**src/rtl/acbd_pkg.sv**
```systemverilog
package acbd_pkg;

  typedef struct packed {
    logic [63:0] cipher_high;
    logic [63:0] cipher_low;
    logic        chain_start;
  } in_item_t;

  typedef struct packed {
    logic [63:0] plain_high;
    logic [63:0] plain_low;
  } out_item_t;

  typedef enum logic [1:0] {
    ST_IDLE,
    ST_KEXP,
    ST_ROUND,
    ST_DONE
  } state_t;

  localparam logic [4:0] REG_KEY_HIGH = 5'h00;
  localparam logic [4:0] REG_KEY_LOW  = 5'h08;
  localparam logic [4:0] REG_IV_HIGH  = 5'h10;
  localparam logic [4:0] REG_IV_LOW   = 5'h18;

  localparam logic [63:0] IV_RESET_HIGH = 64'h0203040506070809;
  localparam logic [63:0] IV_RESET_LOW  = 64'h0A0B0C0D0E0F1011;

  localparam int NUM_ROUNDS = 10;

  // commands from controller to datapath
  typedef struct packed {
    logic       load;      // capture input block, add last round key
    logic       kexp_init; // restart key expansion from key registers
    logic       kexp_step; // produce next round key
    logic       round;     // one inverse round
    logic       last;      // final round, no column mixing
    logic [3:0] rnd;       // round key index used this cycle
  } dp_cmd_t;

  function automatic logic [7:0] sbox(input logic [7:0] a);
    logic [7:0] t [256];
    t = '{
      8'h63,8'h7C,8'h77,8'h7B,8'hF2,8'h6B,8'h6F,8'hC5,8'h30,8'h01,8'h67,8'h2B,8'hFE,8'hD7,8'hAB,8'h76,
      8'hCA,8'h82,8'hC9,8'h7D,8'hFA,8'h59,8'h47,8'hF0,8'hAD,8'hD4,8'hA2,8'hAF,8'h9C,8'hA4,8'h72,8'hC0,
      8'hB7,8'hFD,8'h93,8'h26,8'h36,8'h3F,8'hF7,8'hCC,8'h34,8'hA5,8'hE5,8'hF1,8'h71,8'hD8,8'h31,8'h15,
      8'h04,8'hC7,8'h23,8'hC3,8'h18,8'h96,8'h05,8'h9A,8'h07,8'h12,8'h80,8'hE2,8'hEB,8'h27,8'hB2,8'h75,
      8'h09,8'h83,8'h2C,8'h1A,8'h1B,8'h6E,8'h5A,8'hA0,8'h52,8'h3B,8'hD6,8'hB3,8'h29,8'hE3,8'h2F,8'h84,
      8'h53,8'hD1,8'h00,8'hED,8'h20,8'hFC,8'hB1,8'h5B,8'h6A,8'hCB,8'hBE,8'h39,8'h4A,8'h4C,8'h58,8'hCF,
      8'hD0,8'hEF,8'hAA,8'hFB,8'h43,8'h4D,8'h33,8'h85,8'h45,8'hF9,8'h02,8'h7F,8'h50,8'h3C,8'h9F,8'hA8,
      8'h51,8'hA3,8'h40,8'h8F,8'h92,8'h9D,8'h38,8'hF5,8'hBC,8'hB6,8'hDA,8'h21,8'h10,8'hFF,8'hF3,8'hD2,
      8'hCD,8'h0C,8'h13,8'hEC,8'h5F,8'h97,8'h44,8'h17,8'hC4,8'hA7,8'h7E,8'h3D,8'h64,8'h5D,8'h19,8'h73,
      8'h60,8'h81,8'h4F,8'hDC,8'h22,8'h2A,8'h90,8'h88,8'h46,8'hEE,8'hB8,8'h14,8'hDE,8'h5E,8'h0B,8'hDB,
      8'hE0,8'h32,8'h3A,8'h0A,8'h49,8'h06,8'h24,8'h5C,8'hC2,8'hD3,8'hAC,8'h62,8'h91,8'h95,8'hE4,8'h79,
      8'hE7,8'hC8,8'h37,8'h6D,8'h8D,8'hD5,8'h4E,8'hA9,8'h6C,8'h56,8'hF4,8'hEA,8'h65,8'h7A,8'hAE,8'h08,
      8'hBA,8'h78,8'h25,8'h2E,8'h1C,8'hA6,8'hB4,8'hC6,8'hE8,8'hDD,8'h74,8'h1F,8'h4B,8'hBD,8'h8B,8'h8A,
      8'h70,8'h3E,8'hB5,8'h66,8'h48,8'h03,8'hF6,8'h0E,8'h61,8'h35,8'h57,8'hB9,8'h86,8'hC1,8'h1D,8'h9E,
      8'hE1,8'hF8,8'h98,8'h11,8'h69,8'hD9,8'h8E,8'h94,8'h9B,8'h1E,8'h87,8'hE9,8'hCE,8'h55,8'h28,8'hDF,
      8'h8C,8'hA1,8'h89,8'h0D,8'hBF,8'hE6,8'h42,8'h68,8'h41,8'h99,8'h2D,8'h0F,8'hB0,8'h54,8'hBB,8'h16};
    return t[a];
  endfunction

  function automatic logic [7:0] inv_sub_byte(input logic [7:0] a);
    logic [7:0] t [256];
    t = '{
      8'h52,8'h09,8'h6A,8'hD5,8'h30,8'h36,8'hA5,8'h38,8'hBF,8'h40,8'hA3,8'h9E,8'h81,8'hF3,8'hD7,8'hFB,
      8'h7C,8'hE3,8'h39,8'h82,8'h9B,8'h2F,8'hFF,8'h87,8'h34,8'h8E,8'h43,8'h44,8'hC4,8'hDE,8'hE9,8'hCB,
      8'h54,8'h7B,8'h94,8'h32,8'hA6,8'hC2,8'h23,8'h3D,8'hEE,8'h4C,8'h95,8'h0B,8'h42,8'hFA,8'hC3,8'h4E,
      8'h08,8'h2E,8'hA1,8'h66,8'h28,8'hD9,8'h24,8'hB2,8'h76,8'h5B,8'hA2,8'h49,8'h6D,8'h8B,8'hD1,8'h25,
      8'h72,8'hF8,8'hF6,8'h64,8'h86,8'h68,8'h98,8'h16,8'hD4,8'hA4,8'h5C,8'hCC,8'h5D,8'h65,8'hB6,8'h92,
      8'h6C,8'h70,8'h48,8'h50,8'hFD,8'hED,8'hB9,8'hDA,8'h5E,8'h15,8'h46,8'h57,8'hA7,8'h8D,8'h9D,8'h84,
      8'h90,8'hD8,8'hAB,8'h00,8'h8C,8'hBC,8'hD3,8'h0A,8'hF7,8'hE4,8'h58,8'h05,8'hB8,8'hB3,8'h45,8'h06,
      8'hD0,8'h2C,8'h1E,8'h8F,8'hCA,8'h3F,8'h0F,8'h02,8'hC1,8'hAF,8'hBD,8'h03,8'h01,8'h13,8'h8A,8'h6B,
      8'h3A,8'h91,8'h11,8'h41,8'h4F,8'h67,8'hDC,8'hEA,8'h97,8'hF2,8'hCF,8'hCE,8'hF0,8'hB4,8'hE6,8'h73,
      8'h96,8'hAC,8'h74,8'h22,8'hE7,8'hAD,8'h35,8'h85,8'hE2,8'hF9,8'h37,8'hE8,8'h1C,8'h75,8'hDF,8'h6E,
      8'h47,8'hF1,8'h1A,8'h71,8'h1D,8'h29,8'hC5,8'h89,8'h6F,8'hB7,8'h62,8'h0E,8'hAA,8'h18,8'hBE,8'h1B,
      8'hFC,8'h56,8'h3E,8'h4B,8'hC6,8'hD2,8'h79,8'h20,8'h9A,8'hDB,8'hC0,8'hFE,8'h78,8'hCD,8'h5A,8'hF4,
      8'h1F,8'hDD,8'hA8,8'h33,8'h88,8'h07,8'hC7,8'h31,8'hB1,8'h12,8'h10,8'h59,8'h27,8'h80,8'hEC,8'h5F,
      8'h60,8'h51,8'h7F,8'hA9,8'h19,8'hB5,8'h4A,8'h0D,8'h2D,8'hE5,8'h7A,8'h9F,8'h93,8'hC9,8'h9C,8'hEF,
      8'hA0,8'hE0,8'h3B,8'h4D,8'hAE,8'h2A,8'hF5,8'hB0,8'hC8,8'hEB,8'hBB,8'h3C,8'h83,8'h53,8'h99,8'h61,
      8'h17,8'h2B,8'h04,8'h7E,8'hBA,8'h77,8'hD6,8'h26,8'hE1,8'h69,8'h14,8'h63,8'h55,8'h21,8'h0C,8'h7D};
    return t[a];
  endfunction

  function automatic logic [7:0] xtime(input logic [7:0] a);
    return a[7] ? ((a << 1) ^ 8'h1B) : (a << 1);
  endfunction

  function automatic logic [7:0] rcon(input logic [3:0] i);
    logic [7:0] r;
    unique case (i)
      4'd1: r = 8'h01;
      4'd2: r = 8'h02;
      4'd3: r = 8'h04;
      4'd4: r = 8'h08;
      4'd5: r = 8'h10;
      4'd6: r = 8'h20;
      4'd7: r = 8'h40;
      4'd8: r = 8'h80;
      4'd9: r = 8'h1B;
      4'd10: r = 8'h36;
      default: r = 8'h00;
    endcase
    return r;
  endfunction

endpackage

```
**src/rtl/acbd_ctrl.sv**
```systemverilog
module acbd_ctrl (
  input  logic              clk,
  input  logic              rst_n,
  input  logic              key_wr,
  input  logic              in_valid,
  output logic              in_stall,
  output logic              out_valid,
  input  logic              out_stall,
  output acbd_pkg::dp_cmd_t cmd
);
  import acbd_pkg::*;

  state_t     state_r, state_nxt;
  logic [3:0] cnt_r, cnt_nxt;

  always_ff @(posedge clk) begin
    if (!rst_n) begin
      state_r <= ST_KEXP;
      cnt_r   <= 4'd0;
    end else begin
      state_r <= state_nxt;
      cnt_r   <= cnt_nxt;
    end
  end

  always_comb begin
    state_nxt = state_r;
    cnt_nxt   = cnt_r;
    cmd       = '0;
    in_stall  = 1'b1;
    out_valid = 1'b0;
    unique case (state_r)
      ST_KEXP: begin
        cmd.kexp_step = 1'b1;
        cmd.kexp_init = (cnt_r == 4'd0);
        cmd.kexp_step = (cnt_r != 4'd0);
        cnt_nxt = cnt_r + 4'd1;
        if (cnt_r == 4'(NUM_ROUNDS + 1)) begin
          state_nxt = ST_IDLE;
          cnt_nxt   = 4'd0;
        end
      end
      ST_IDLE: begin
        in_stall = 1'b0;
        cmd.rnd  = 4'(NUM_ROUNDS);
        if (in_valid) begin
          cmd.load  = 1'b1;
          cnt_nxt   = 4'(NUM_ROUNDS - 1);
          state_nxt = ST_ROUND;
        end
      end
      ST_ROUND: begin
        cmd.round = 1'b1;
        cmd.rnd   = cnt_r;
        cmd.last  = (cnt_r == 4'd0);
        cnt_nxt   = cnt_r - 4'd1;
        if (cnt_r == 4'd0) begin
          state_nxt = ST_DONE;
        end
      end
      ST_DONE: begin
        out_valid = 1'b1;
        if (!out_stall) begin
          state_nxt = ST_IDLE;
        end
      end
      default: state_nxt = ST_IDLE;
    endcase
    if (key_wr) begin
      state_nxt = ST_KEXP;
      cnt_nxt   = 4'd0;
    end
  end
endmodule

```
**config.mk**
```make
export PLATFORM = sky130hd
export DESIGN_NAME = acbd_ctrl
export DESIGN_NICKNAME = d
export VERILOG_FILES = /design/src/rtl/acbd_pkg.sv /design/src/rtl/acbd_ctrl.sv
export SDC_FILE = /design/constraint.sdc
export NUM_CORES = 1
export LEC_CHECK = 0
export BUFFER_PORTS_ARGS = -buffer_cell sky130_fd_sc_hd__buf_2
export CORE_AREA = 2 2 39 41
export CTS_BUF_LIST = sky130_fd_sc_hd__clkbuf_8 sky130_fd_sc_hd__clkbuf_16
export CTS_CLUSTER_DIAMETER = 50
export DETAILED_ROUTE_END_ITERATION = 8
export DIE_AREA = 0 0 41 43
export PLACE_DENSITY = 0.66
export SYNTH_ARGS = -nofsm -noshare
export SYNTH_HDL_FRONTEND = slang
export SYNTH_SLANG_ARGS = --single-unit
```
**constraint.sdc**
```tcl
create_clock -name clk -period 1.9 [get_ports clk]
set_input_delay 0.38 -clock clk [delete_from_list [all_inputs] [get_ports clk]]
set_output_delay 0.38 -clock clk [all_outputs]
set_load 0.1 [all_outputs]
```
* Word level (Yosys, flattened, before mapping)
Cells that the tools add are included.
** Word-level totals
- Register bits :: 6
- Bits of input ports :: 5
- Output and inout bits :: 11
** Cells by class
- Add/sub/neg operators :: 2
- Equality and inequality tests :: 8
- Multiplexer cells :: 15
- Bitwise gates (word level) :: 1
- Reduce and logical (&&, ||, !) cells :: 7
** Operators by type and width (number)
- $mux W2 :: 6
- $pmux W4 S3 :: 1
- $mux W4 :: 2
- $ne A2 B2 Y1 const B :: 4
- $pmux W2 S4 :: 1
- $pmux W4 S2 :: 1
- $add A4 B1 Y4 const B :: 1
- $eq A2 B2 Y1 const B :: 2
- $eq A4 B4 Y1 const B :: 1
- $logic_not A4 Y1 :: 1
- $mux W1 :: 4
- $reduce_and A4 Y1 :: 1
- $reduce_bool A4 Y1 :: 1
- $sub A4 B1 Y4 const B :: 1
- $reduce_bool A3 Y1 :: 1
- $eq A2 B1 Y1 const B :: 1
- $logic_not A2 Y1 :: 1
- $reduce_and A2 Y1 :: 1
- $reduce_or A2 Y1 :: 1
- $not A1 Y1 :: 1

* Longest topological paths before layout
Gate-level depths: netlist of run 1.
- Depth in word-level cells :: 3
- Depth in mapped cells :: 6

* Worst setup path before layout of run 1
No wires, ideal clock.
- Kind :: reg2out
- Start :: reg state_r[1]
- End :: out cmd[4] in the netlist's numbering
- Data arrival time :: 2828 ps
- Setup slack :: -1308 ps
- Cell stages (with the launch flop) :: 3
- Path buffers :: 0
- Cells stage by stage :: dfxtp_1 nor2b_1 and2_1
** RTL lines
- start, declared :: line acbd_ctrl.sv:13 : state_t state_r, state_nxt;
- start signal, assigned :: line acbd_ctrl.sv:21 : state_r <= state_nxt;
- end, declared :: line acbd_ctrl.sv:9 : output acbd_pkg::dp_cmd_t cmd

==> run_summary.xml, run 1 <==
<?xml version="1.0" encoding="UTF-8"?>
<metrics>
  <group name="outcome">
    <metric name="status" unit="">finished, final reports clean</metric>
  </group>
  <group name="pwr">
    <metric name="power.density" unit="nW/um^2">501</metric>
    <metric name="power.leakage" unit="uW">0.000341</metric>
    <metric name="vdd_drop_max" unit="V">0.000363</metric>
  </group>
  <group name="route">
    <metric name="wl_per_cell" unit="um">14.0</metric>
    <metric name="detail_route.vias_per_cell" unit="">5.20</metric>
    <metric name="drc_errors" unit="">0</metric>
    <metric name="finalWirelength" unit="um">1460</metric>
    <metric name="antenna_violating_nets_post_route" unit="">0</metric>
    <metric name="detail_route.iter0.violations" unit="">13</metric>
    <metric name="first_pass_detailed_route_iteration_total" unit="">4</metric>
    <metric name="total_number_of_vias" unit="">541</metric>
  </group>
  <group name="clock_network">
    <metric name="cts_inserted_buffers" unit="">3</metric>
    <metric name="tritoncts" unit="">built</metric>
    <metric name="clock_latency" unit="ns">0.23</metric>
    <metric name="cts_max_level" unit="">1</metric>
    <metric name="clock_tree_root_buffer_cell" unit="">clkbuf_8</metric>
    <metric name="tritoncts_num_sinks" unit="">6</metric>
    <metric name="clock_path_buffers" unit="">2</metric>
    <metric name="clkTransAtPathRegs" unit="ns">0.04</metric>
  </group>
  <group name="critical_path">
    <metric name="worstSetupStartpointType" unit="">flip-flop</metric>
    <metric name="cp.arrival" unit="ns">1.46</metric>
    <metric name="critical_path.cell_chain" unit="">inv_1 &gt; ha_1 &gt; nor3b_2 &gt; buf_4 &gt; nor2b_4 &gt; buf_12</metric>
    <metric name="crit_path_largest_cell_delay" unit="ns">0.36</metric>
    <metric name="worstSetupPathType" unit="">flip-flop to output pin</metric>
    <metric name="path_max_fanout" unit="">6</metric>
    <metric name="cp.required" unit="ns">1.52</metric>
    <metric name="crit_path_end_kind" unit="">output pin</metric>
    <metric name="highest_delay_cell_along_the_critical_path" unit="">dfxtp_4</metric>
  </group>
  <group name="place">
    <metric name="dp_hpwl" unit="um">1040</metric>
    <metric name="place_ws" unit="ns">0.134</metric>
    <metric name="number_of_port_buffers" unit="">15</metric>
    <metric name="finalWeightedCongestion" unit="">0.861</metric>
  </group>
  <group name="sta">
    <metric name="worst-slew-pin-transition" unit="ns">0.484</metric>
    <metric name="clock.fmax" unit="MHz">542</metric>
    <metric name="final_critical_path_setup_slack" unit="ns">0.0556</metric>
    <metric name="setup_tns" unit="ns">0</metric>
    <metric name="max-slew-margin-rel" unit="">0.679</metric>
    <metric name="final_period_minus_worst_setup_slack" unit="ns">1.84</metric>
    <metric name="fraction_of_the_cycle_the_final_worst_path_needs" unit="">0.971</metric>
    <metric name="fin_skew" unit="ns">0.00138</metric>
    <metric name="timing.final.setup_violations" unit="">0</metric>
    <metric name="rsz0062_at_grt" unit="">false</metric>
    <metric name="final_max_slew_viol_count" unit="">0</metric>
    <metric name="final_hold_viol_count" unit="">0</metric>
  </group>
  <group name="synth">
    <metric name="syn_avg_cell_area" unit="um^2">7.21</metric>
    <metric name="ys_types" unit="">29</metric>
    <metric name="post_synth_inst_count" unit="">68</metric>
    <metric name="ys_warn_count" unit="">0</metric>
    <metric name="synth.ff_latch_count" unit="">6</metric>
    <metric name="synth_seq_area_share" unit="">0.245</metric>
    <metric name="yosys.area.top_type" unit="">dfxtp_1</metric>
    <metric name="synth.top_cells.by_area" unit="">dfxtp_1, and2_1, ha_1</metric>
    <metric name="yosysTopAreaCellShare" unit="">0.245</metric>
    <metric name="synth.net_count" unit="">76</metric>
    <metric name="netlist_area" unit="um^2">490</metric>
  </group>
  <group name="job">
    <metric name="timing.max_cap.violations" unit="">0</metric>
  </group>
  <group name="global_route">
    <metric name="wire_length_of_the_first_global_routing_pass" unit="um">2150</metric>
    <metric name="antenna_found_initial" unit="">0</metric>
    <metric name="grt_start_max_net_pins" unit="">13</metric>
    <metric name="overflow" unit="">0</metric>
    <metric name="number_of_global_route_vias_before_repair" unit="">474</metric>
    <metric name="total_routing_usage_reported_by_global_routing" unit="">0.196</metric>
  </group>
  <group name="min_path">
    <metric name="timing.hold.worst.class" unit="">input port to flip-flop</metric>
  </group>
  <group name="cells_and_area">
    <metric name="final_layout_size_suffix_gt1_frac" unit="">0.409</metric>
    <metric name="final_nets" unit="">98</metric>
    <metric name="n_antenna_cell" unit="">0</metric>
    <metric name="final_cell_mix" unit="">buf_12, nor2_1, nand2_1, buf_2</metric>
    <metric name="flow.area_growth_from_synthesis" unit="%">67.6</metric>
    <metric name="layout_commonest_cell" unit="">buf_12</metric>
  </group>
  <group name="floorplanning">
    <metric name="dieArea" unit="um^2">1760</metric>
    <metric name="die_height" unit="um">43</metric>
    <metric name="num_rows" unit="">14</metric>
    <metric name="initial_utilization" unit="">0.354</metric>
    <metric name="dieWidth" unit="um">41</metric>
    <metric name="floorplan.core_area" unit="um^2">1380</metric>
    <metric name="pin_count" unit="">16</metric>
  </group>
</metrics>
==> report_power, final <==
part | switching [uW] | internal, uW
Clock | 63.6 | 137
Sequential | 3.80 | 127
Combinational | 48.0 | 32.3
==> critical path: cells and delay by family (launching register included) <==
kind          cells  cell delay [ns]
fa+ha+maj         1             0.17
simple gates      2             0.29
buf+inv           3             0.40
flops             1             0.36
==> worst paths after layout <==
check,endpoint,slack [ns],cells past startpoint,from
setup / recovery,cmd[6],0.06,6,cnt_r[1]$_SDFFE_PP0P_
hold / removal,state_r[1]$_SDFFE_PP0P_,0.50,4,out_stall
hold reg to reg,cnt_r[1]$_SDFFE_PP0P_,0.56,2,cnt_r[1]$_SDFFE_PP0P_
setup reg to reg,cnt_r[3]$_SDFFE_PP0P_,0.29,6,cnt_r[0]$_SDFFE_PP0P_
==> synthesized netlist by cell type, drive strengths merged <==
master   count
o2111ai      1
or3b         1
a211oi       2
nor2b        3
buf          2
a21oi        5
o21ai        4
o21a         1
o31ai        1
a311oi       1
dfxtp        6
nand4b       1
or3          1
nor2         8
nand2        6
ha           3
nand2b       1
nand3        2
nor3b        1
nor3         1
clkbuf       1
a31oi        2
and2         7
or2          1
mux2i        1
inv          5
==> routing by layer <==
metal / global-route usage / up-vias / routed length, um
met5: 0 / - / 0
met4: 0.180 / 0 / 47
met3: 0.0157 / 4 / 43
met2: 0.294 / 13 / 774
met1: 0.230 / 248 / 591
li1: - / 276 / -
==> repair_timing <==
item / 4_1_cts / 5_1_grt
pin swaps: 0 / 0
endpoints found under the setup margin: 3 / 1
setup buffers: 0 / 1
hold endpoints to repair: 0 / 0
resized for setup: 4 / 2
hold buffers: 0 / 0
==> through the flow <==
| step | instances | area (um^2) | total power [uW] | hold WS (ns) | utilization |
|---|---|---|---|---|---|
| final | 104 | 822 | 412 | 0.503 | 0.594 |
| after global routing | 104 | 822 | 420 | 0.546 | 0.594 |
| after CTS | 103 | 812 | 410 | 0.512 | 0.587 |
| after detailed placement | 100 | 761 | 212 | 0.554 | 0.550 |
| after global placement | 100 | 761 | 210 | 0.540 | 0.550 |
| after floorplan | 68 | 520 | 182 | 0.495 | - |
==> flip-flops by register name (all words and copies together), names as in the netlist <==
| register | flops |
|---|---|
| state_r | 2 |
| cnt_r | 4 |
==> logic make-up (layout without fill, tap and decap cells) <==
group | Yosys count | in the layout | synth area share
buffers and inverters | 8 | 28 | 0.0791
adder cells (fa/ha/maj) | 3 | 3 | 0.0765
AO/OA/AOI/OAI | 17 | 17 | 0.224
flip-flops | 6 | 6 | 0.245
multiplexers | 1 | 1 | 0.0204
AND/OR/NAND/NOR | 33 | 33 | 0.355
==> layout make-up <==
class / instances / area (um^2)
Fill cell: 118 / 562
Multi-Input combinational cell: 54 / 367
Timing Repair Buffer: 20 / 248
Sequential cell: 6 / 128
Clock buffer: 3 / 41.3
Tap cell: 16 / 20.0
Inverter: 5 / 18.8
(Power assumes the default switching activity.)
==> run 2: changes to the inputs <==
- CAP_MARGIN: default -> 0
- PLACE_DENSITY: 0.66 -> 0.63
- REMOVE_ABC_BUFFERS: default -> 1
==> run 2 against run 1 <==
Compared with the run above: final cell count is 1.9% lower; combinational power shrank 5.9%; die area stayed put; clock-buffer cell count did not move; core utilization is 3.5 points lower; sequential share of layout area grew 0.33 points; critical path depth shrank 1; critical path type unchanged.
==> run_summary.xml, run 2 (synthesized netlist as in run 1, its figures left out) <==
<?xml version="1.0" encoding="UTF-8"?>
<metrics>
  <group name="critical_path">
    <metric name="reg_to_reg_critical_path_startpoint" unit="">cnt_r[0]$_SDFFE_PP0P_</metric>
    <metric name="critical_path.reg2reg.endpoint" unit="">cnt_r[3]$_SDFFE_PP0P_</metric>
    <metric name="cp.required" unit="ns">1.52</metric>
    <metric name="ff2ff_path_depth" unit="">5</metric>
    <metric name="regToRegSetupSlack" unit="ns">0.43</metric>
    <metric name="crit_path_end_kind" unit="">output pin</metric>
    <metric name="path_max_fanout" unit="">6</metric>
    <metric name="worstSetupStartpointType" unit="">flip-flop</metric>
    <metric name="crit_path_largest_cell_delay" unit="ns">0.35</metric>
    <metric name="timing.critical_path.max_delay_family" unit="">simple AND/OR/NAND/NOR gates</metric>
    <metric name="cp.arrival" unit="ns">1.42</metric>
    <metric name="critical_path.n_buffers_inverters" unit="">2</metric>
    <metric name="worstSetupPathType" unit="">flip-flop to output pin</metric>
    <metric name="critical_path.cell_chain" unit="">inv_2 &gt; ha_1 &gt; nor3b_4 &gt; and2_4 &gt; buf_12</metric>
    <metric name="highest_delay_cell_along_the_critical_path" unit="">dfxtp_1</metric>
  </group>
  <group name="job">
    <metric name="timing.max_cap.violations" unit="">0</metric>
  </group>
  <group name="clock_network">
    <metric name="tritoncts_num_sinks" unit="">6</metric>
    <metric name="cts_max_level" unit="">1</metric>
    <metric name="tritoncts" unit="">built</metric>
    <metric name="clock_path_buffers" unit="">2</metric>
    <metric name="clock_tree_root_buffer_cell" unit="">clkbuf_8</metric>
    <metric name="clock_latency" unit="ns">0.22</metric>
    <metric name="clkTransAtPathRegs" unit="ns">0.04</metric>
    <metric name="holdBufCountCts" unit="">0</metric>
    <metric name="post_cts_buffers" unit="">0</metric>
    <metric name="cts_inserted_buffers" unit="">3</metric>
  </group>
  <group name="floorplanning">
    <metric name="dieArea" unit="um^2">1760</metric>
    <metric name="initial_utilization" unit="">0.354</metric>
    <metric name="floorplan.core_area" unit="um^2">1380</metric>
    <metric name="dieWidth" unit="um">41</metric>
    <metric name="num_rows" unit="">14</metric>
    <metric name="pin_count" unit="">16</metric>
    <metric name="die_height" unit="um">43</metric>
  </group>
  <group name="min_path">
    <metric name="hold_path.startpoint" unit="">out_stall</metric>
    <metric name="holdPathStages" unit="">4</metric>
    <metric name="timing.hold.worst.class" unit="">input port to flip-flop</metric>
    <metric name="min_to" unit="">state_r[1]$_SDFFE_PP0P_</metric>
  </group>
  <group name="global_route">
    <metric name="antenna_found_initial" unit="">0</metric>
    <metric name="grt_start_max_net_pins" unit="">11</metric>
    <metric name="overflow" unit="">0</metric>
    <metric name="number_of_global_route_vias_before_repair" unit="">514</metric>
    <metric name="use_met3" unit="">0.0157</metric>
    <metric name="wire_length_of_the_first_global_routing_pass" unit="um">2150</metric>
    <metric name="total_routing_usage_reported_by_global_routing" unit="">0.176</metric>
    <metric name="grt.busiest_layer" unit="">met2</metric>
    <metric name="grt_use_met2" unit="">0.269</metric>
    <metric name="global_routing_met1_resource_utilization" unit="">0.239</metric>
  </group>
  <group name="sta">
    <metric name="final_hold_viol_count" unit="">0</metric>
    <metric name="final_max_slew_viol_count" unit="">0</metric>
    <metric name="timing.final.setup_violations" unit="">0</metric>
    <metric name="fraction_of_the_cycle_the_final_worst_path_needs" unit="">0.948</metric>
    <metric name="rsz0062_at_grt" unit="">false</metric>
    <metric name="worst-slew-pin-transition" unit="ns">0.486</metric>
    <metric name="max-slew-margin-rel" unit="">0.678</metric>
    <metric name="fin_skew" unit="ns">0.00138</metric>
    <metric name="final_period_minus_worst_setup_slack" unit="ns">1.80</metric>
    <metric name="final_critical_path_setup_slack" unit="ns">0.0981</metric>
    <metric name="clock.fmax" unit="MHz">555</metric>
    <metric name="setup_tns" unit="ns">0</metric>
  </group>
  <group name="route">
    <metric name="first_pass_detailed_route_iteration_total" unit="">4</metric>
    <metric name="wl_per_cell" unit="um">12.3</metric>
    <metric name="finalWirelength" unit="um">1250</metric>
    <metric name="antenna_violating_nets_post_route" unit="">0</metric>
    <metric name="detail_route.vias_per_cell" unit="">5.19</metric>
    <metric name="total_number_of_vias" unit="">529</metric>
    <metric name="drc_errors" unit="">0</metric>
    <metric name="detail_route.iter0.violations" unit="">10</metric>
  </group>
  <group name="place">
    <metric name="finalWeightedCongestion" unit="">0.802</metric>
    <metric name="dp_hpwl" unit="um">952</metric>
    <metric name="number_of_port_buffers" unit="">15</metric>
    <metric name="place_ws" unit="ns">0.170</metric>
  </group>
  <group name="cells_and_area">
    <metric name="fillCellCount" unit="">139</metric>
    <metric name="multi_input_combinational_cell_area" unit="um^2">353</metric>
    <metric name="n_antenna_cell" unit="">0</metric>
    <metric name="flow.area_growth_from_synthesis" unit="%">57.7</metric>
    <metric name="final_cell_mix" unit="">nor2_1, buf_12, buf_2</metric>
    <metric name="seqCellArea" unit="um^2">123</metric>
    <metric name="final_util" unit="">0.559</metric>
    <metric name="final_layout_size_suffix_gt1_frac" unit="">0.372</metric>
    <metric name="biggestRegsByFlops" unit="">cnt_r (4), state_r (2)</metric>
    <metric name="largest_register_ff_count" unit="">4</metric>
    <metric name="registers.top_by_ff_count" unit="">cnt_r</metric>
    <metric name="final_nets" unit="">96</metric>
  </group>
  <group name="pwr">
    <metric name="power.leakage" unit="uW">0.000321</metric>
    <metric name="vdd_drop_max" unit="V">0.000352</metric>
    <metric name="power.density" unit="nW/um^2">514</metric>
  </group>
  <group name="outcome">
    <metric name="status" unit="">finished, final reports clean</metric>
  </group>
</metrics>
==> run 2: cell count changes in the layout (fill, tap and decap cells not counted), sizes merged <==
| cell | change |
|---|---|
| buf | -2 |
==> run 2: how the worst max path moves through the flow <==
stage	startpoint	to	slack (ns)	cells past startpoint
after global routing	cnt_r[1]$_SDFFE_PP0P_	cmd[4]	0.02	5
after CTS	cnt_r[1]$_SDFFE_PP0P_	cmd[6]	0.02	5
after global placement	cnt_r[0]$_SDFFE_PP0P_	cmd[4]	0.22	5
after floorplan	state_r[1]$_SDFFE_PP0P_	cmd[4]	-1.48	2
final	cnt_r[1]$_SDFFE_PP0P_	cmd[4]	0.1	5
after detailed placement	cnt_r[0]$_SDFFE_PP0P_	cmd[4]	0.17	5
==> run 2: repair_timing <==
item	in CTS	in global routing
resized for setup	3	7
pin swaps	0	1
setup endpoints to repair	3	5
==> run 2: layer usage <==
layer | wire, um | part of all wire
met1 | 539 | 0.43
met2 | 652 | 0.52
met3 | 63 | 0.050
met4 | 0 | 0
met5 | 0 | 0
==> run 2: tightest hold or removal path, cell delays in order <==
cell and delay [ns]:
buf_2 0.07, and2_1 0.14, nor2_1 0.05, nor2_1 0.06
==> run 2: through the flow <==
| step | cell area [um^2] | cells | hold slack (ns) | power [uW] |
|---|---|---|---|---|
| floorplan | 470 | 65 | 0.495 | 178 |
| global placement | 708 | 99 | 0.528 | 204 |
| detailed placement | 708 | 99 | 0.552 | 205 |
| CTS | 758 | 102 | 0.511 | 401 |
| global route | 773 | 102 | 0.557 | 415 |
| finish | 773 | 102 | 0.514 | 398 |
==> run 2: area by class of cell <==
cell class	instances	area share
clock buffer	3	0.0534
inverter	5	0.0243
multi-input combinational	54	0.456
sequential	6	0.159
tap	16	0.0259
timing repair buffer	18	0.282
==> run 2: where the power goes <==
part	internal (uW)	total, uW	switching, uW	leakage, uW
combinational	30.5	75.6	45.1	0.000250
clock	136	189	53.0	0.0000216
sequential	129	133	4.18	0.0000495
